## src/sv/gccf_pkg.sv

```systemverilog
package gccf_pkg;

    localparam int MAX_SIDE_DEF = 64;
    localparam int CFG_W        = 7;
    localparam int OUT_W        = 12;
    localparam logic [CFG_W-1:0] GRID_SIZE_RST = 7'd64;
    localparam logic [OUT_W-1:0] COUNT_MAX     = 12'hFFF;

    typedef enum logic {
        CMD_LOAD   = 1'b0,
        CMD_TOGGLE = 1'b1
    } t_command;

    // Control word from the sequencer to the label lanes.
    typedef struct packed {
        logic load;     // take a fresh row of colors and seed its labels
        logic replace;  // rewrite every label equal to from_lab as to_lab
        logic rotate;   // shift both rows one column toward the head
        logic push;     // copy the updated current row into the upper row
        logic parity;   // label range of the row being loaded
    } t_lane_ctl;

    // Colors seen at the fixed taps of the lanes.
    typedef struct packed {
        logic head;     // current column, current row
        logic tail;     // previous column, current row
        logic upper;    // current column, upper row
    } t_lane_bits;

endpackage

```

## src/sv/gccf_lanes.sv

```systemverilog
module gccf_lanes #(
    parameter int N  = gccf_pkg::MAX_SIDE_DEF,
    localparam int AW = (N > 1) ? $clog2(N) : 1,
    localparam int LW = AW + 1
) (
    input  logic                  i_clk,
    input  gccf_pkg::t_lane_ctl   i_ctl,
    input  logic [N-1:0]          i_bits,
    input  logic [LW-1:0]         i_from_lab,
    input  logic [LW-1:0]         i_to_lab,
    output gccf_pkg::t_lane_bits  o_bits,
    output logic [LW-1:0]         o_head_lab,
    output logic [LW-1:0]         o_tail_lab,
    output logic [LW-1:0]         o_upper_lab
);

    logic [LW-1:0] r_cur_lab [N];
    logic [LW-1:0] r_prv_lab [N];
    logic [N-1:0]  r_cur_bit;
    logic [N-1:0]  r_prv_bit;

    logic [LW-1:0] w_cur_rep [N];
    logic [LW-1:0] w_prv_rep [N];
    logic [LW-1:0] n_cur_lab [N];
    logic [LW-1:0] n_prv_lab [N];
    logic [N-1:0]  n_cur_bit;
    logic [N-1:0]  n_prv_bit;

    // Every lane compares its own label against the merged-away label, so a
    // union of two regions rewrites all of their labels at once, regardless of their size.
    always_comb begin
        for (int j = 0; j < N; j++) begin
            w_cur_rep[j] = (i_ctl.replace && r_cur_lab[j] == i_from_lab) ? i_to_lab
                                                                          : r_cur_lab[j];
            w_prv_rep[j] = (i_ctl.replace && r_prv_lab[j] == i_from_lab) ? i_to_lab
                                                                          : r_prv_lab[j];
        end
        for (int j = 0; j < N; j++) begin
            if (i_ctl.load) begin
                n_cur_lab[j] = {i_ctl.parity, (LW-1)'(j)};
                n_cur_bit[j] = i_bits[j];
                n_prv_lab[j] = r_prv_lab[j];
                n_prv_bit[j] = r_prv_bit[j];
            end else if (i_ctl.rotate) begin
                n_cur_lab[j] = (j == N-1) ? w_cur_rep[0] : w_cur_rep[(j == N-1) ? 0 : j+1];
                n_cur_bit[j] = (j == N-1) ? r_cur_bit[0] : r_cur_bit[(j == N-1) ? 0 : j+1];
                n_prv_lab[j] = (j == N-1) ? w_prv_rep[0] : w_prv_rep[(j == N-1) ? 0 : j+1];
                n_prv_bit[j] = (j == N-1) ? r_prv_bit[0] : r_prv_bit[(j == N-1) ? 0 : j+1];
            end else begin
                n_cur_lab[j] = w_cur_rep[j];
                n_cur_bit[j] = r_cur_bit[j];
                n_prv_lab[j] = w_prv_rep[j];
                n_prv_bit[j] = r_prv_bit[j];
            end
        end
        if (i_ctl.push) begin
            for (int j = 0; j < N; j++) begin
                n_prv_lab[j] = n_cur_lab[j];
                n_prv_bit[j] = n_cur_bit[j];
            end
        end
    end

    always_ff @(posedge i_clk) begin
        for (int j = 0; j < N; j++) begin
            r_cur_lab[j] <= n_cur_lab[j];
            r_prv_lab[j] <= n_prv_lab[j];
        end
        r_cur_bit <= n_cur_bit;
        r_prv_bit <= n_prv_bit;
    end

    assign o_bits.head  = r_cur_bit[0];
    assign o_bits.tail  = r_cur_bit[N-1];
    assign o_bits.upper = r_prv_bit[0];
    assign o_head_lab   = r_cur_lab[0];
    assign o_tail_lab   = r_cur_lab[N-1];
    assign o_upper_lab  = r_prv_lab[0];

endmodule

```

## config.mk

```make
export PLATFORM = sky130hd
export DESIGN_NAME = gccf_lanes
export DESIGN_NICKNAME = d
export VERILOG_FILES = /design/src/sv/gccf_pkg.sv /design/src/sv/gccf_lanes.sv
export SDC_FILE = /design/constraint.sdc
export NUM_CORES = 2
export LEC_CHECK = 0
export BUFFER_PORTS_ARGS = -buffer_cell sky130_fd_sc_hd__buf_2
export CAP_MARGIN = 15
export CORE_ASPECT_RATIO = 2
export CORE_MARGIN = 4
export CORE_UTILIZATION = 40
export CTS_BUF_LIST = sky130_fd_sc_hd__clkbuf_8
export CTS_CLUSTER_DIAMETER = 30
export CTS_CLUSTER_SIZE = 14
export DETAILED_ROUTE_END_ITERATION = 10
export HOLD_SLACK_MARGIN = 0.15
export SYNTH_ARGS = -nofsm -noshare
export SYNTH_HDL_FRONTEND = slang
export SYNTH_SLANG_ARGS = --single-unit
export TNS_END_PERCENT = 30
```

## constraint.sdc

```tcl
create_clock -name i_clk -period 15.41 [get_ports i_clk]
set_clock_uncertainty 0.1 [all_clocks]
set_input_delay 3.082 -clock i_clk [delete_from_list [all_inputs] [get_ports i_clk]]
set_output_delay 3.082 -clock i_clk [all_outputs]
set_load 0.03 [all_outputs]
```

==> results.ini <==
[detailed_routing]
postRouteAntennaNets=0
drt_iter0_markers=3134
routedWlPerCell_um=28.3
dr.pass1.iters=7
drc=0
viasPerCell=6.05
wl_mm=234
vias=50100

[grt]
grt_usage=0.256
antenna_found_initial=4
grt_max_degree=159
overflow=0
grt_first_pass_wirelength_mm=343
first_global_vias=53100

[clock_network]
tritoncts=done
post-cts-setup-buffers=0
cts-hold-fix-buffers=0
htree_levels=4
clk_pin_slew_ps=70
cts_resized=0
cts_sinks=1024
clk_latency_ps=920
cts_buffers=186
cts_root_buffer=clkbuf_8
cts.path.max_buffers=4

[timing]
hold_viol=0
min_period_ps=6820
worst_slew_pin_slew_ps=1180
max_freq_mhz=147
tns_ps=0
setup_violations=0
min_period_over_period=0.442
maxSlewHeadroom=0.213
holdWs_ps=397
finalMaxSlewViolations=0
rsz0062_at_grt=false

[synthesis]
yosysUniqueCellTypes=77
yosys-top-cells-count=mux2i_1, xnor2_1, dfxtp_1, edfxtp_1, mux2_2
syn_avg_cell_area_um2=10.9
syn_inst=6173
synth_most_common_cell=mux2i_1
synth-warning-count=0
syn_area_um2=67200
synth_edf_count=512
synthTopCellsByArea=edfxtp_1, mux2i_1, dfxtp_1, xnor2_1, mux2_2
syn_nets=6257
synth-seq-cells=1024
synth-seq-area-share=0.381
synth_top_area_frac=0.229
synthFlopType=edfxtp_1
async_reset_ff_frac=0
yosys.area.top_type=edfxtp_1

[place]
io_buffer_count=107
hpwl_mm=151
gp_congestion=0.876

[worst_setup_path]
reg2reg_depth=6
cp-startpoint=i_from_lab[5]
crit_path_end_kind=register
setup.worst_path.start_class=input pin
crit_type=in2reg
critical_path_required_ps=15970
regToRegSetupSlack_ps=12520
cp_max_fo=59
arrival_ps=7370
reg2reg_from=r_cur_lab[0][201]
reg2reg_to=r_prv_lab[0][200]

[cells_and_area]
fin_nets=6075
drive_gt1_frac=0.225
syn_to_final_growth_pct=7.83
fillCellCount=15800

[status]
status=finished clean

[job]
maxCapViolCount=0

[floorplanning]
io_pins=108
num_rows=212
start_util=0.403
die_h_um=588
die_x_um=298
die-area_um2=175000
core_area_um2=167000

[worst_hold_path]
worstHoldPathCells=1
min-delay-start=r_prv_bit[46]
hp-class=reg2reg
whs_endpoint=r_prv_bit[45]

[power]
leakagePower_nw=23.6
cellPowerDensity_nw_per_um2=106
ir_worst_vdd_mv=0.0789

==> registers in the layout, summed over array words and instances, names as in the netlist <==
name and cells:
r_prv_lab 448, r_cur_lab 448, r_cur_bit 64, r_prv_bit 64
==> routing by layer <==
layer,GRT usage,wire length (µm),vias up
met5,0,11,-
met4,0.201,21000,2
met2,0.470,121000,1858
li1,-,-,22400
met3,0.0309,10200,896
met1,0.263,82100,25000
==> layout make-up <==
class	count	area (µm²)	area share
Antenna cell	3	7.51	0.000104
Clock buffer	204	2810	0.0388
Clock inverter	131	1270	0.0176
Inverter	14	62.6	0.000864
Multi-Input combinational cell	4572	38600	0.533
Sequential cell	1024	25600	0.354
Tap cell	2140	2680	0.0370
Timing Repair Buffer	193	1370	0.0189
==> per-stage QoR <==
| step | worst slack [ps] | power [mW] | instance area, µm² | std cells | utilization |
|---|---|---|---|---|---|
| finish | 8590 | 7.71 | 72400 | 8281 | 0.434 |
| global route | 8440 | 7.98 | 72400 | 8279 | 0.434 |
| CTS | 8780 | 7.75 | 72400 | 8278 | 0.434 |
| detailed placement | 7800 | 4.84 | 68300 | 7943 | 0.410 |
| global placement | 7840 | 4.81 | 68300 | 7943 | 0.410 |
| floorplan | 775 | 4.42 | 67200 | 6173 | - |
==> worst max-delay path by stage <==
| stage | to | slack (ps) | cells after the start |
|---|---|---|---|
| after floorplan | r_prv_lab[0][0] | 780 | 5 |
| after CTS | r_prv_lab[0][116] | 8780 | 9 |
| after detailed placement | r_prv_lab[0][116] | 7800 | 9 |
| final | r_prv_lab[0][116] | 8590 | 9 |
| after global routing | r_prv_lab[0][123] | 8440 | 9 |
| after global placement | r_prv_lab[0][116] | 7840 | 9 |
==> cells in the final DEF (no fill, tap or decap), types with 171 or more instances in the layout <==
cell      count
o22ai_1     171
dfxtp_1     512
clkbuf_8    205
nor2_1      200
mux2_2      506
xnor2_1     804
or2_2       178
nand4_1     206
o22a_1      185
edfxtp_1    512
o21ai_0     196
mux2i_1    1243
==> critical path: stages <==
cell and delay [ps]:
clkbuf_8 710, buf_4 710, buf_4 800, xor2_1 170
nor4_1 530, and2_1 560, mux2i_1 330, mux2i_1 140
o22a_1 260
==> cell families (layout without fill, tap and decap cells) <==
logic type	after synthesis	in the layout	synth area share
xor+xnor	896	896	0.117
mux	1750	1750	0.270
compound gates	851	851	0.0910
other cells	0	3	0
buf+inv	577	542	0.0445
flops	1024	1024	0.381
simple gates	1075	1075	0.0960
==> where the power goes <==
group	switching, mW	internal (mW)	leakage [nW]
logic	0.876	0.609	12.2
clock network	1.35	1.56	2.09
registers	0.175	3.14	9.30
total	2.40	5.31	23.6
Note: power is estimated with default switching activity, not from simulation.
