<file path="src/sv/gccf_ram.sv">
module gccf_ram #(
    parameter int WIDTH = 8,
    parameter int DEPTH = 16,
    localparam int AW   = (DEPTH > 1) ? $clog2(DEPTH) : 1
) (
    input  logic             i_clk,
    input  logic             i_we,
    input  logic [AW-1:0]    i_waddr,
    input  logic [WIDTH-1:0] i_wdata,
    input  logic [AW-1:0]    i_raddr,
    output logic [WIDTH-1:0] o_rdata
);

    logic [WIDTH-1:0] r_mem [DEPTH];
    logic [WIDTH-1:0] r_rdata;

    always_ff @(posedge i_clk) begin
        if (i_we) begin
            r_mem[i_waddr] <= i_wdata;
        end
        r_rdata <= r_mem[i_raddr];
    end

    assign o_rdata = r_rdata;

endmodule

</file>
<file path="config.mk">
export PLATFORM = sky130hd
export DESIGN_NAME = gccf_ram
export DESIGN_NICKNAME = d
export VERILOG_FILES = /design/src/sv/gccf_ram.sv
export SDC_FILE = /design/constraint.sdc
export NUM_CORES = 1
export LEC_CHECK = 0
export BUFFER_PORTS_ARGS = -buffer_cell sky130_fd_sc_hd__buf_4
export CORE_ASPECT_RATIO = 1.5
export CORE_UTILIZATION = 40
export CTS_BUF_LIST = sky130_fd_sc_hd__clkbuf_16
export DETAILED_ROUTE_END_ITERATION = 12
export SLEW_MARGIN = 30
export SYNTH_ARGS = -nofsm -noshare
export SYNTH_HDL_FRONTEND = slang
export SYNTH_SLANG_ARGS = --single-unit
export TNS_END_PERCENT = 20
</file>
<file path="constraint.sdc">
create_clock -name i_clk -period 2.1 [get_ports i_clk]
set_clock_uncertainty 0.05 [all_clocks]
set_input_delay 0.42 -clock i_clk [delete_from_list [all_inputs] [get_ports i_clk]]
set_output_delay 0.42 -clock i_clk [all_outputs]
set_load 0.05 [all_outputs]
</file>
==> flow_summary.html, run 1 <==
<table>
<tr><th>Metric</th><th>Value</th></tr>
<tr><th colspan="2">Setup path</th></tr>
<tr><td>Reg-to-reg setup timing slack</td><td>0.61 ns</td></tr>
<tr><td>Crit path capture</td><td>o_rdata[4]</td></tr>
<tr><td>Arrival time of the worst setup path</td><td>about 1.8 ns</td></tr>
<tr><td>Cell depth of the worst flop-to-flop path</td><td>3</td></tr>
<tr><td>Critical path capture point type</td><td>flip-flop</td></tr>
<tr><td>Element type at the critical path start</td><td>input pin</td></tr>
<tr><td>Worst EP required</td><td>2.35 ns</td></tr>
<tr><td>Source of the worst register-to-register timing path</td><td>r_mem[1][2]</td></tr>
<tr><td>Reg2reg end</td><td>o_rdata[2]</td></tr>
<tr><td>First element of the critical path</td><td>i_raddr[0]</td></tr>
<tr><td>Critical path type</td><td>in -&gt; reg</td></tr>
<tr><td>Critical path peak fanout</td><td>19</td></tr>
<tr><th colspan="2">Power and ir drop</th></tr>
<tr><td>Portion of total power attributed to the clock network</td><td>0.502</td></tr>
<tr><td>Leakage component of the power</td><td>2.21 nW</td></tr>
<tr><td>Peak supply drop</td><td>0.735 mV</td></tr>
<tr><td>Int Pwr</td><td>5.54 mW</td></tr>
<tr><td>Sw power</td><td>1.32 mW</td></tr>
<tr><td>Combinational fraction of design power</td><td>0.053</td></tr>
<tr><td>Relative contribution of sequential cells to total power</td><td>0.445</td></tr>
<tr><td>Net switching share of the total power</td><td>0.193</td></tr>
<tr><td>Total power per unit cell area</td><td>between 1000 and 1500 nW/um^2</td></tr>
<tr><th colspan="2">GRT</th></tr>
<tr><td>Via count of the first global-routing pass</td><td>2,584</td></tr>
<tr><td>Met3 routing resource usage after global routing</td><td>0.0415</td></tr>
<tr><td>Wire length of the first global-routing pass</td><td>between 15 and 20 mm</td></tr>
<tr><td>Maximum number of pins on one net before global-route repair</td><td>22</td></tr>
<tr><td>Number of antenna violations at the first check in global routing</td><td>0</td></tr>
<tr><td>Grt ovf</td><td>0</td></tr>
<tr><td>Met2 capacity usage during global routing</td><td>0.278</td></tr>
<tr><td>Grt met1 use</td><td>0.200</td></tr>
<tr><td>Tot GR Track Use</td><td>0.167</td></tr>
<tr><td>Layer carrying the most global-route usage</td><td>met2</td></tr>
<tr><th colspan="2">Place</th></tr>
<tr><td>Post-place instance area</td><td>5670 sq um</td></tr>
<tr><td>Port buffer count</td><td>25</td></tr>
<tr><td>Worst slack, placed</td><td>0.187 ns</td></tr>
<tr><td>Post-DP HPWL</td><td>6.76 mm</td></tr>
<tr><td>RD Place Congestion</td><td>just over 0.7</td></tr>
<tr><th colspan="2">Clock tree</th></tr>
<tr><td>Number of buffers created by CTS</td><td>17</td></tr>
<tr><td>Post-CTS Hold Buffers</td><td>0</td></tr>
<tr><td>CTS Sinks</td><td>136</td></tr>
<tr><td>Post-CTS setup buffers</td><td>0</td></tr>
<tr><td>Deepest clock path buffer count</td><td>2</td></tr>
<tr><td>Clock tree root driver cell</td><td>clkbuf_16</td></tr>
<tr><td>Clk pin slew, worst setup/hold paths</td><td>0.06 ns</td></tr>
<tr><td># H-tree levels</td><td>4</td></tr>
<tr><td>TritonCTS clock tree</td><td>yes</td></tr>
<tr><td>Post-CTS sizing</td><td>0</td></tr>
<tr><td>Clock latency on the worst-skew pair</td><td>about 0.41 ns</td></tr>
<tr><th colspan="2">Die</th></tr>
<tr><td>Core ar.</td><td>12,500 sq um</td></tr>
<tr><td>Die outline area</td><td>13,300 sq um</td></tr>
<tr><td>Starting density of the core</td><td>0.411</td></tr>
<tr><td>Number of top-level pins</td><td>26</td></tr>
<tr><td>Num rows</td><td>50</td></tr>
<tr><td>Horizontal die dimension</td><td>94.6 um</td></tr>
<tr><td>Die Y</td><td>141 um</td></tr>
<tr><th colspan="2">Synthesis</th></tr>
<tr><td>Area of the mapped netlist</td><td>5150 sq um</td></tr>
<tr><td>Post-synthesis register bit count</td><td>approximately 140</td></tr>
<tr><td>Number of warning messages in the yosys log</td><td>0</td></tr>
<tr><td>Post-synthesis net count</td><td>247</td></tr>
<tr><td>Seq/Total Area, Yosys</td><td>0.778</td></tr>
<tr><td>Post-synthesis average cell area</td><td>between 20 and 25 sq um</td></tr>
<tr><td>Number of instances in the synthesized netlist</td><td>229</td></tr>
<tr><td>Count of different cell masters after synthesis</td><td>19</td></tr>
<tr><th colspan="2">Worst hold path</th></tr>
<tr><td>Min-Delay Path Class</td><td>in -&gt; reg</td></tr>
<tr><td>Worst hold path cell count</td><td>1</td></tr>
<tr><th colspan="2">Routing</th></tr>
<tr><td>Total wirelength of the detailed-routed design</td><td>9.89 mm</td></tr>
<tr><td>DRC Markers</td><td>0</td></tr>
<tr><td>Number of search-and-repair iterations in the first detailed-routing pass</td><td>7</td></tr>
<tr><td>Number of routed nets with antenna violations</td><td>0</td></tr>
<tr><td>Iteration-0 DRC count of the detailed router</td><td>212</td></tr>
<tr><td>Via count normalized by instance count</td><td>5.36</td></tr>
<tr><td>Number of vias in the routed layout</td><td>2,466</td></tr>
<tr><td>Per-cell routed wire length</td><td>21.5 um</td></tr>
<tr><th colspan="2">Timing</th></tr>
<tr><td>Final WS setup</td><td>0.600 ns</td></tr>
<tr><td>Hold Slack</td><td>0.264 ns</td></tr>
<tr><td>Number of failing hold endpoints at the final stage</td><td>0</td></tr>
<tr><td>Worst slew margin</td><td>0.743</td></tr>
<tr><td>Number of endpoints failing setup at the final stage</td><td>0</td></tr>
<tr><td>Number of max-slew violations in the final report</td><td>0</td></tr>
<tr><td>Post-layout minimum cycle time</td><td>between 1.5 and 2 ns</td></tr>
<tr><td>Fraction of the cycle the final worst path needs</td><td>0.714</td></tr>
<tr><td>Setup tns final</td><td>0 ns</td></tr>
<tr><td>FMAX</td><td>667 MHz</td></tr>
<tr><td>Actual slew at the worst max-slew pin</td><td>slightly below 0.4 ns</td></tr>
<tr><td>Setup repair after global routing missed its margin</td><td>false</td></tr>
<tr><th colspan="2">Layout</th></tr>
<tr><td>Layout cells sized above 1</td><td>0.339</td></tr>
<tr><td>Final standard cell area without fillers</td><td>about 6400 sq um</td></tr>
<tr><td>Total inserted antenna cells</td><td>0</td></tr>
<tr><td>Post-layout util</td><td>0.509</td></tr>
<tr><td>Number of nets in the layout</td><td>309</td></tr>
<tr><td>Synthesis-to-layout area growth</td><td>23.7%</td></tr>
<tr><th colspan="2">Run</th></tr>
<tr><td>Max-cap violations</td><td>0</td></tr>
<tr><th colspan="2">Status</th></tr>
<tr><td>Result of the run</td><td>finished clean</td></tr>
</table>
synth_stat cells:
cell             instances  share of area
clkdlybuf4s25_2          3         0.0058
nand2_1                  9         0.0066
and2b_1                  1         0.0015
nor2b_1                  1         0.0012
nor3_1                   4         0.0039
edfxtp_1               128           0.75
nand3_1                  1        0.00097
nor2_1                  13         0.0095
or3b_2                   1         0.0017
nand3b_1                 2         0.0029
dfxtp_1                  8          0.031
buf_6                    3         0.0066
nand2b_1                 2         0.0024
buf_2                    3         0.0029
buf_4                    1         0.0015
mux4_1                  14          0.071
a22oi_1                 16          0.023
mux4_2                  18          0.079
and2_1                   1         0.0012
power groups by stage:
stage                     Combinational, mW  Sequential, mW  Clock (mW)
after global placement                0.365            3.11           0
final                                 0.364            3.05        3.44
after CTS                             0.371            3.05        3.49
after detailed placement              0.369            3.11           0
after global routing                  0.393            3.06        3.60
after floorplan                       0.154            3.17           0
cells in the final DEF (no fill, tap or decap), types with 2 or more instances in the layout:
master       n
a22oi_1     16
buf_4       52
bufinv_16    7
clkbuf_16   17
clkinv_4     4
dfxtp_1      8
edfxtp_1   128
inv_6        2
mux4_1      14
mux4_2      18
nand2_1      9
nand2b_1     2
nand3b_1     2
nor2_1      13
nor3_1       4
kinds of logic (layout without fill, tap and decap cells):
kind of cell,Yosys count,in the layout,synth area share
and+or+nand+nor,35,35,0.0318
DFF,136,136,0.778
AOI/OAI and AO/OA,16,16,0.0233
buffers and inverters,10,85,0.0168
muxes,32,32,0.150
worst max-delay path, stage by stage:
cell     delay [ns]
buf_4          0.20
buf_12         0.22
mux4_2         0.57
a22oi_1        0.22
nand2_1        0.09
metal layers:
metal / up-vias / share of wire
met5: - / 0
met4: 0 / 0.018
met3: 16 / 0.040
met2: 73 / 0.53
met1: 1277 / 0.41
li1: 1100 / -
sequential cells by signal (all words and copies together) (netlist names):
name     cells
o_rdata      8
r_mem      128
stage by stage:
step                      power, mW  cells
after global placement         3.47    428
after global routing           7.05    460
after CTS                      6.91    460
after floorplan                3.32    229
after detailed placement       3.48    428
final                          6.86    460
how the worst min path moves through the flow:
stage                start      endpoint  slack, ns
5_1_grt         i_wdata[0]   r_mem[3][0]       0.27
4_1_cts         i_wdata[0]   r_mem[3][0]       0.25
2_1_floorplan   i_wdata[0]   r_mem[0][0]       0.47
3_3_place_gp   r_mem[4][3]    o_rdata[3]       0.60
6_report        i_wdata[5]  r_mem[13][5]       0.26
3_5_place_dp   r_mem[7][3]    o_rdata[3]       0.61
layout make-up:
cell class / instances / area (sq um)
tap: 156 / 195
multi-input combinational: 83 / 1060
fill: 997 / 6150
timing repair buffer: 53 / 410
clock buffer: 17 / 425
sequential: 136 / 4000
clock inverter: 15 / 274
Note: power is estimated with default switching activity, not from simulation.
==> inputs of run 2 (changes only) <==
==> constraint.sdc (replaced) <==
create_clock -name i_clk -period 1.3 [get_ports i_clk]
set_clock_uncertainty 0.05 [all_clocks]
set_input_delay 0.26 -clock i_clk [delete_from_list [all_inputs] [get_ports i_clk]]
set_output_delay 0.26 -clock i_clk [all_outputs]
set_load 0.05 [all_outputs]
==> flow_summary.html, run 2 (synthesized netlist as in run 1, its figures left out) <==
<table>
<tr><th>Metric</th><th>Value</th></tr>
<tr><th colspan="2">Die</th></tr>
<tr><td>Starting density of the core</td><td>0.411 (unchanged)</td></tr>
<tr><td>Horizontal die dimension</td><td>94.6 um (unchanged)</td></tr>
<tr><td>Die outline area</td><td>13,300 sq um (unchanged)</td></tr>
<tr><td>Num rows</td><td>50 (unchanged)</td></tr>
<tr><td>Number of top-level pins</td><td>26 (unchanged)</td></tr>
<tr><td>Core ar.</td><td>12,500 sq um (unchanged)</td></tr>
<tr><td>Die Y</td><td>141 um (unchanged)</td></tr>
<tr><th colspan="2">Clock tree</th></tr>
<tr><td>Post-CTS Hold Buffers</td><td>0 (unchanged)</td></tr>
<tr><td>Clock latency on the worst-skew pair</td><td>0.41 ns (about the same)</td></tr>
<tr><td>TritonCTS clock tree</td><td>yes (unchanged)</td></tr>
<tr><td>Clk pin slew, worst setup/hold paths</td><td>0.06 ns (about the same)</td></tr>
<tr><td>Deepest clock path buffer count</td><td>2 (unchanged)</td></tr>
<tr><td># H-tree levels</td><td>4 (unchanged)</td></tr>
<tr><td>Clock tree root driver cell</td><td>clkbuf_16 (unchanged)</td></tr>
<tr><td>CTS Sinks</td><td>136 (unchanged)</td></tr>
<tr><td>Number of buffers created by CTS</td><td>17 (unchanged)</td></tr>
<tr><th colspan="2">GRT</th></tr>
<tr><td>Maximum number of pins on one net before global-route repair</td><td>19 (was 22)</td></tr>
<tr><td>Wire length of the first global-routing pass</td><td>15.5 mm (was 15.3 mm)</td></tr>
<tr><td>Tot GR Track Use</td><td>0.171 (was 0.167)</td></tr>
<tr><td>Via count of the first global-routing pass</td><td>2,705 (was 2,584)</td></tr>
<tr><td>Number of antenna violations at the first check in global routing</td><td>0 (unchanged)</td></tr>
<tr><td>Grt ovf</td><td>0 (unchanged)</td></tr>
<tr><th colspan="2">Run</th></tr>
<tr><td>Max-cap violations</td><td>0 (unchanged)</td></tr>
<tr><th colspan="2">Layout</th></tr>
<tr><td>Largest register by flop count</td><td>r_mem (unchanged)</td></tr>
<tr><td>Max reg flops</td><td>128 (unchanged)</td></tr>
<tr><td>Most frequent cells in the layout</td><td>edfxtp_1, buf_4, mux4_2 (unchanged)</td></tr>
<tr><td>Total inserted antenna cells</td><td>0 (unchanged)</td></tr>
<tr><td>Commonest non-fill, non-tap cell in the layout</td><td>edfxtp_1 (unchanged)</td></tr>
<tr><td>Synthesis-to-layout area growth</td><td>24.6% (was 23.7%)</td></tr>
<tr><td>Number of nets in the layout</td><td>315 (was 309)</td></tr>
<tr><td>Post-route insts no fill</td><td>466 (was 460)</td></tr>
<tr><td>Layout cells sized above 1</td><td>0.419 (was 0.339)</td></tr>
<tr><th colspan="2">Timing</th></tr>
<tr><td>Number of failing hold endpoints at the final stage</td><td>0 (unchanged)</td></tr>
<tr><td>Fraction of the cycle the final worst path needs</td><td>1.03</td></tr>
<tr><td>Post-layout minimum cycle time</td><td>between 1 and 1.5 ns</td></tr>
<tr><td>Actual slew at the worst max-slew pin</td><td>0.889 ns (was 0.385 ns)</td></tr>
<tr><td>FMAX</td><td>750 MHz</td></tr>
<tr><td>Number of endpoints failing setup at the final stage</td><td>6 (was 0)</td></tr>
<tr><td>Setup repair after global routing missed its margin</td><td>true (was false)</td></tr>
<tr><td>Number of max-slew violations in the final report</td><td>0 (unchanged)</td></tr>
<tr><td>Final WS setup</td><td>-0.0331 ns (was 0.600 ns)</td></tr>
<tr><td>Worst slew margin</td><td>0.406 (was 0.743)</td></tr>
<tr><th colspan="2">Place</th></tr>
<tr><td>Number of cells after detailed placement</td><td>434 (was 428)</td></tr>
<tr><td>Post-DP HPWL</td><td>6.92 mm (was 6.76 mm)</td></tr>
<tr><td>Port buffer count</td><td>25 (unchanged)</td></tr>
<tr><td>RD Place Congestion</td><td>0.765 (was 0.727)</td></tr>
<tr><td>Worst slack, placed</td><td>-0.406 ns (was 0.187 ns)</td></tr>
<tr><th colspan="2">Setup path</th></tr>
<tr><td>Arrival time of the worst setup path</td><td>1.57 ns (was 1.75 ns)</td></tr>
<tr><td>Critical path capture point type</td><td>flip-flop (unchanged)</td></tr>
<tr><td>Element type at the critical path start</td><td>flip-flop (was input pin)</td></tr>
<tr><td>Worst EP required</td><td>1.54 ns (was 2.35 ns)</td></tr>
<tr><td>Source of the worst register-to-register timing path</td><td>r_mem[3][5] (was r_mem[1][2])</td></tr>
<tr><td>Critical path type</td><td>reg -&gt; reg (was in -&gt; reg)</td></tr>
<tr><td>First element of the critical path</td><td>r_mem[3][5] (was i_raddr[0])</td></tr>
<tr><td>Critical path peak fanout</td><td>1 (was 19)</td></tr>
<tr><td>Cell depth of the worst flop-to-flop path</td><td>3 (unchanged)</td></tr>
<tr><th colspan="2">Routing</th></tr>
<tr><td>Number of vias in the routed layout</td><td>2,464 (was 2,466)</td></tr>
<tr><td>Per-cell routed wire length</td><td>21.9 um (was 21.5 um)</td></tr>
<tr><td>Iteration-0 DRC count of the detailed router</td><td>193 (was 212)</td></tr>
<tr><td>Number of routed nets with antenna violations</td><td>0 (unchanged)</td></tr>
<tr><td>DRC Markers</td><td>0 (unchanged)</td></tr>
<tr><td>Total wirelength of the detailed-routed design</td><td>10.2 mm (was 9.89 mm)</td></tr>
<tr><td>Number of search-and-repair iterations in the first detailed-routing pass</td><td>4 (was 7)</td></tr>
<tr><td>Via count normalized by instance count</td><td>5.29 (was 5.36)</td></tr>
<tr><th colspan="2">Power and ir drop</th></tr>
<tr><td>Total power per unit cell area</td><td>1630 nW/um^2 (was 1080 nW/um^2)</td></tr>
<tr><td>Leakage component of the power</td><td>2.18 nW (was 2.21 nW)</td></tr>
<tr><td>Peak supply drop</td><td>0.844 mV (was 0.735 mV)</td></tr>
<tr><th colspan="2">Status</th></tr>
<tr><td>Violated checks</td><td>negative setup slack</td></tr>
<tr><td>Result of the run</td><td>finished, violations left (was finished clean)</td></tr>
<tr><th colspan="2">Worst hold path</th></tr>
<tr><td>Min-Delay Path Class</td><td>in -&gt; reg (unchanged)</td></tr>
<tr><td>Min-Delay Startpoint</td><td>i_wdata[5] (unchanged)</td></tr>
<tr><td>Worst hold path cell count</td><td>1 (unchanged)</td></tr>
</table>
run 2: changes by cell type in the layout (fill, tap and decap cells not counted), moves of 3 or more:
cell	before	now
nor2_1	13	10
a22oi_1	16	9
a22oi_2	0	7
mux4_2	18	28
buf_6	0	3
buf_12	1	5
mux4_1	14	4
clkinv_2	0	4
bufinv_16	7	4
run 2: layer usage:
layer  GRT usage  share of wire
met5           0              0
met4      0.0861          0.025
met3      0.0453          0.036
met2       0.299           0.56
met1       0.189           0.38
run 2: worst max-delay path, cell delays in order, from the launching register on:
cell,delay [ns]
edfxtp_1,0.39
mux4_2,0.49
a22oi_2,0.19
nand2_1,0.10
run 2: power by group:
group | internal, mW | switching [mW] | leakage (nW)
Combinational | 0.277 | 0.373 | 0.658
Clock | 3.18 | 1.70 | 0.303
Sequential | 4.90 | 0.0338 | 1.22
Total | 8.36 | 2.11 | 2.18
run 2: path summary, 6_finish.rpt:
kind / end / slack [ns]
worst max-delay path: o_rdata[5] / -0.03
worst min-delay path: r_mem[3][5] / 0.10
worst max register to register: o_rdata[5] / -0.03
worst min register to register: o_rdata[1] / 0.62
run 2: timing repair:
| action | 4_1_cts | 5_1_grt |
|---|---|---|
| buffers inserted | 0 | 0 |
| pin swaps | 7 | 1 |
| setup endpoints to repair | 7 | 11 |
| resized for setup | 16 | 5 |
run 2: final cells by class:
class	instances	area (sq um)
Tap cell	156	195
Clock inverter	15	185
Multi-Input combinational cell	83	1090
Clock buffer	17	425
Fill cell	992	6100
Sequential cell	136	4010
Timing Repair Buffer	59	517
run 2: through the flow:
stage / TNS, ns / utilization / hold slack, ns / total power, mW / instance area (sq um)
5_1_grt: -0.486 / 0.513 / 0.0915 / 10.8 / 6410
6_report: -0.125 / 0.513 / 0.104 / 10.5 / 6410
3_5_place_dp: -20.54 / 0.463 / 0.521 / 5.66 / 5790
3_3_place_gp: -19.17 / 0.463 / 0.512 / 5.64 / 5790
2_1_floorplan: -5.52 / - / 0.309 / 5.37 / 5180
4_1_cts: -0.148 / 0.513 / 0.0908 / 10.5 / 6410
==> inputs of run 3 (changes only) <==
==> constraint.sdc (replaced) <==
create_clock -name i_clk -period 1.7 [get_ports i_clk]
set_clock_uncertainty 0.05 [all_clocks]
set_input_delay 0.34 -clock i_clk [delete_from_list [all_inputs] [get_ports i_clk]]
set_output_delay 0.34 -clock i_clk [all_outputs]
set_load 0.05 [all_outputs]
==> flow_summary.html, run 3 (synthesized netlist as in run 1, its figures left out) <==
<table>
<tr><th>Metric</th><th>Value</th></tr>
<tr><th colspan="2">GRT</th></tr>
<tr><td>Grt met1 use</td><td>0.193 (was 0.189)</td></tr>
<tr><td>Met3 routing resource usage after global routing</td><td>0.0458 (was 0.0453)</td></tr>
<tr><td>Grt ovf</td><td>0 (unchanged)</td></tr>
<tr><td>Tot GR Track Use</td><td>0.167 (was 0.171)</td></tr>
<tr><td>Via count of the first global-routing pass</td><td>2,562 (was 2,705)</td></tr>
<tr><td>Layer carrying the most global-route usage</td><td>met2 (unchanged)</td></tr>
<tr><td>Met2 capacity usage during global routing</td><td>0.286 (was 0.299)</td></tr>
<tr><td>Wire length of the first global-routing pass</td><td>15.0 mm (was 15.5 mm)</td></tr>
<tr><td>Maximum number of pins on one net before global-route repair</td><td>17 (was 19)</td></tr>
<tr><td>Number of antenna violations at the first check in global routing</td><td>0 (unchanged)</td></tr>
<tr><th colspan="2">Setup path</th></tr>
<tr><td>Worst path max stage delay</td><td>0.36 ns (was 0.49 ns)</td></tr>
<tr><td>Critical path type</td><td>reg -&gt; out (was reg -&gt; reg)</td></tr>
<tr><td>CP cell instances</td><td>buf_4 (was mux4_2 &gt; a22oi_2 &gt; nand2_1)</td></tr>
<tr><td>Total number of cells along the worst setup path</td><td>1 (was 3)</td></tr>
<tr><td>Worst EP required</td><td>1.31 ns (was 1.54 ns)</td></tr>
<tr><td>Worst path top cell family by delay</td><td>flip-flops (was multiplexers)</td></tr>
<tr><td>Arrival time of the worst setup path</td><td>0.97 ns (was 1.57 ns)</td></tr>
<tr><td>Critical path capture point type</td><td>output port (was flip-flop)</td></tr>
<tr><td>Element type at the critical path start</td><td>flip-flop (unchanged)</td></tr>
<tr><td>Critical path peak fanout</td><td>1 (unchanged)</td></tr>
<tr><td>Cell depth of the worst flop-to-flop path</td><td>3 (unchanged)</td></tr>
<tr><td>Number of buffer and inverter stages on the critical path</td><td>1 (was 0)</td></tr>
<tr><td>Slowest stage cell on the critical path</td><td>dfxtp_1 (was mux4_2)</td></tr>
<tr><th colspan="2">Layout</th></tr>
<tr><td>Layout cells sized above 1</td><td>0.341 (was 0.419)</td></tr>
<tr><td>Post-layout util</td><td>0.505 (was 0.513)</td></tr>
<tr><td>Final standard cell area without fillers</td><td>6310 sq um (was 6410 sq um)</td></tr>
<tr><td>Total inserted antenna cells</td><td>0 (unchanged)</td></tr>
<tr><td>Max reg flops</td><td>128 (unchanged)</td></tr>
<tr><td>Filler Cells Inserted</td><td>1,006 (was 992)</td></tr>
<tr><td>Number of nets in the layout</td><td>313 (was 315)</td></tr>
<tr><td>Most frequent cells in the layout</td><td>edfxtp_1, buf_4, mux4_2 (unchanged)</td></tr>
<tr><td>Largest register by flop count</td><td>r_mem (unchanged)</td></tr>
<tr><td>Synthesis-to-layout area growth</td><td>22.7% (was 24.6%)</td></tr>
<tr><td>Commonest non-fill, non-tap cell in the layout</td><td>edfxtp_1 (unchanged)</td></tr>
<tr><th colspan="2">Timing</th></tr>
<tr><td>Number of endpoints failing setup at the final stage</td><td>0 (was 6)</td></tr>
<tr><td>Fraction of the cycle the final worst path needs</td><td>0.802</td></tr>
<tr><td>Worst slew margin</td><td>0.653 (was 0.406)</td></tr>
<tr><td>Setup repair after global routing missed its margin</td><td>false (was true)</td></tr>
<tr><td>Actual slew at the worst max-slew pin</td><td>0.517 ns (was 0.889 ns)</td></tr>
<tr><td>Setup tns final</td><td>0 ns (was -0.125 ns)</td></tr>
<tr><td>Number of failing hold endpoints at the final stage</td><td>0 (unchanged)</td></tr>
<tr><td>Post-layout minimum cycle time</td><td>1.36 ns</td></tr>
<tr><td>Number of max-slew violations in the final report</td><td>0 (unchanged)</td></tr>
<tr><td>FMAX</td><td>733 MHz</td></tr>
<tr><th colspan="2">Status</th></tr>
<tr><td>Result of the run</td><td>finished clean (was finished, violations left)</td></tr>
<tr><th colspan="2">Worst hold path</th></tr>
<tr><td>Min-Delay Path Class</td><td>in -&gt; reg (unchanged)</td></tr>
<tr><td>Worst hold path cell count</td><td>1 (unchanged)</td></tr>
<tr><th colspan="2">Clock tree</th></tr>
<tr><td>Post-CTS setup buffers</td><td>0 (unchanged)</td></tr>
<tr><td># H-tree levels</td><td>4 (unchanged)</td></tr>
<tr><td>Number of buffers created by CTS</td><td>17 (unchanged)</td></tr>
<tr><td>Deepest clock path buffer count</td><td>2 (unchanged)</td></tr>
<tr><td>CTS Sinks</td><td>136 (unchanged)</td></tr>
<tr><td>Post-CTS sizing</td><td>0 (was 16)</td></tr>
<tr><td>Post-CTS Hold Buffers</td><td>0 (unchanged)</td></tr>
<tr><td>TritonCTS clock tree</td><td>yes (unchanged)</td></tr>
<tr><td>Clk pin slew, worst setup/hold paths</td><td>0.06 ns (about the same)</td></tr>
<tr><td>Clock latency on the worst-skew pair</td><td>0.40 ns (was 0.41 ns)</td></tr>
<tr><td>Clock tree root driver cell</td><td>clkbuf_16 (unchanged)</td></tr>
<tr><th colspan="2">Routing</th></tr>
<tr><td>Iteration-0 DRC count of the detailed router</td><td>197 (was 193)</td></tr>
<tr><td>Total wirelength of the detailed-routed design</td><td>10.2 mm (about the same)</td></tr>
<tr><td>DRC Markers</td><td>0 (unchanged)</td></tr>
<tr><td>Per-cell routed wire length</td><td>21.9 um (about the same)</td></tr>
<tr><td>Via count normalized by instance count</td><td>5.23 (was 5.29)</td></tr>
<tr><td>Number of routed nets with antenna violations</td><td>0 (unchanged)</td></tr>
<tr><td>Number of vias in the routed layout</td><td>2,425 (was 2,464)</td></tr>
<tr><td>Number of search-and-repair iterations in the first detailed-routing pass</td><td>4 (unchanged)</td></tr>
<tr><th colspan="2">Power and ir drop</th></tr>
<tr><td>Peak supply drop</td><td>0.592 mV (was 0.844 mV)</td></tr>
<tr><td>Leakage component of the power</td><td>2.18 nW (about the same)</td></tr>
<tr><td>Total power per unit cell area</td><td>1230 nW/um^2 (was 1630 nW/um^2)</td></tr>
<tr><th colspan="2">Die</th></tr>
<tr><td>Horizontal die dimension</td><td>94.6 um (unchanged)</td></tr>
<tr><td>Number of top-level pins</td><td>26 (unchanged)</td></tr>
<tr><td>Num rows</td><td>50 (unchanged)</td></tr>
<tr><td>Die outline area</td><td>13,300 sq um (unchanged)</td></tr>
<tr><td>Die Y</td><td>141 um (unchanged)</td></tr>
<tr><td>Starting density of the core</td><td>0.411 (unchanged)</td></tr>
<tr><td>Core ar.</td><td>12,500 sq um (unchanged)</td></tr>
<tr><th colspan="2">Place</th></tr>
<tr><td>Port buffer count</td><td>25 (unchanged)</td></tr>
<tr><td>RD Place Congestion</td><td>0.754 (was 0.765)</td></tr>
<tr><td>Post-DP HPWL</td><td>6.93 mm (was 6.92 mm)</td></tr>
<tr><td>Post-place instance area</td><td>5730 sq um (was 5790 sq um)</td></tr>
<tr><th colspan="2">Run</th></tr>
<tr><td>Max-cap violations</td><td>0 (unchanged)</td></tr>
</table>
run 3: cell count changes in the layout (fill, tap and decap cells not counted), sizes merged:
cell / delta
clkinvlp: +1
bufinv: -1
buf: -2
run 3: power by group:
group	total, mW	internal, mW	leakage (nW)	switching, mW
sequential	3.77	3.75	1.22	0.0232
clock	3.54	2.28	0.286	1.26
combinational	0.465	0.191	0.674	0.274
run 3: cell type report:
cell class / instances / area, sq um / share of cell area
clock inverter: 15 / 161 / 0.0256
clock buffer: 17 / 425 / 0.0674
tap: 156 / 195 / 0.0309
timing repair buffer: 57 / 465 / 0.0737
sequential: 136 / 4000 / 0.634
multi-input combinational: 83 / 1060 / 0.168
run 3: worst paths after layout:
path                              startpoint      endpoint  slack (ns)
worst max-delay path              o_rdata[2]    o_rdata[2]        0.34
worst min-delay path              i_wdata[5]  r_mem[14][5]        0.19
worst max register to register   r_mem[8][2]    o_rdata[2]        0.34
worst min register to register  r_mem[15][0]    o_rdata[0]        0.61
run 3: stage by stage:
step / cells / setup WS (ns) / power [mW] / hold slack (ns)
after floorplan: 229 / 0.0439 / 4.10 / 0.389
after global placement: 432 / -0.0395 / 4.31 / 0.585
after global routing: 464 / 0.269 / 8.03 / 0.190
after CTS: 464 / 0.276 / 7.87 / 0.183
after detailed placement: 432 / -0.0506 / 4.32 / 0.609
final: 464 / 0.336 / 7.78 / 0.195
run 3: routing by layer:
metal | routed length (um) | share of wire | up-vias
li1 | - | - | 1107
met1 | 3950 | 0.39 | 1226
met2 | 5600 | 0.55 | 81
met3 | 430 | 0.042 | 11
met4 | 176 | 0.017 | 0
met5 | 0 | 0 | -
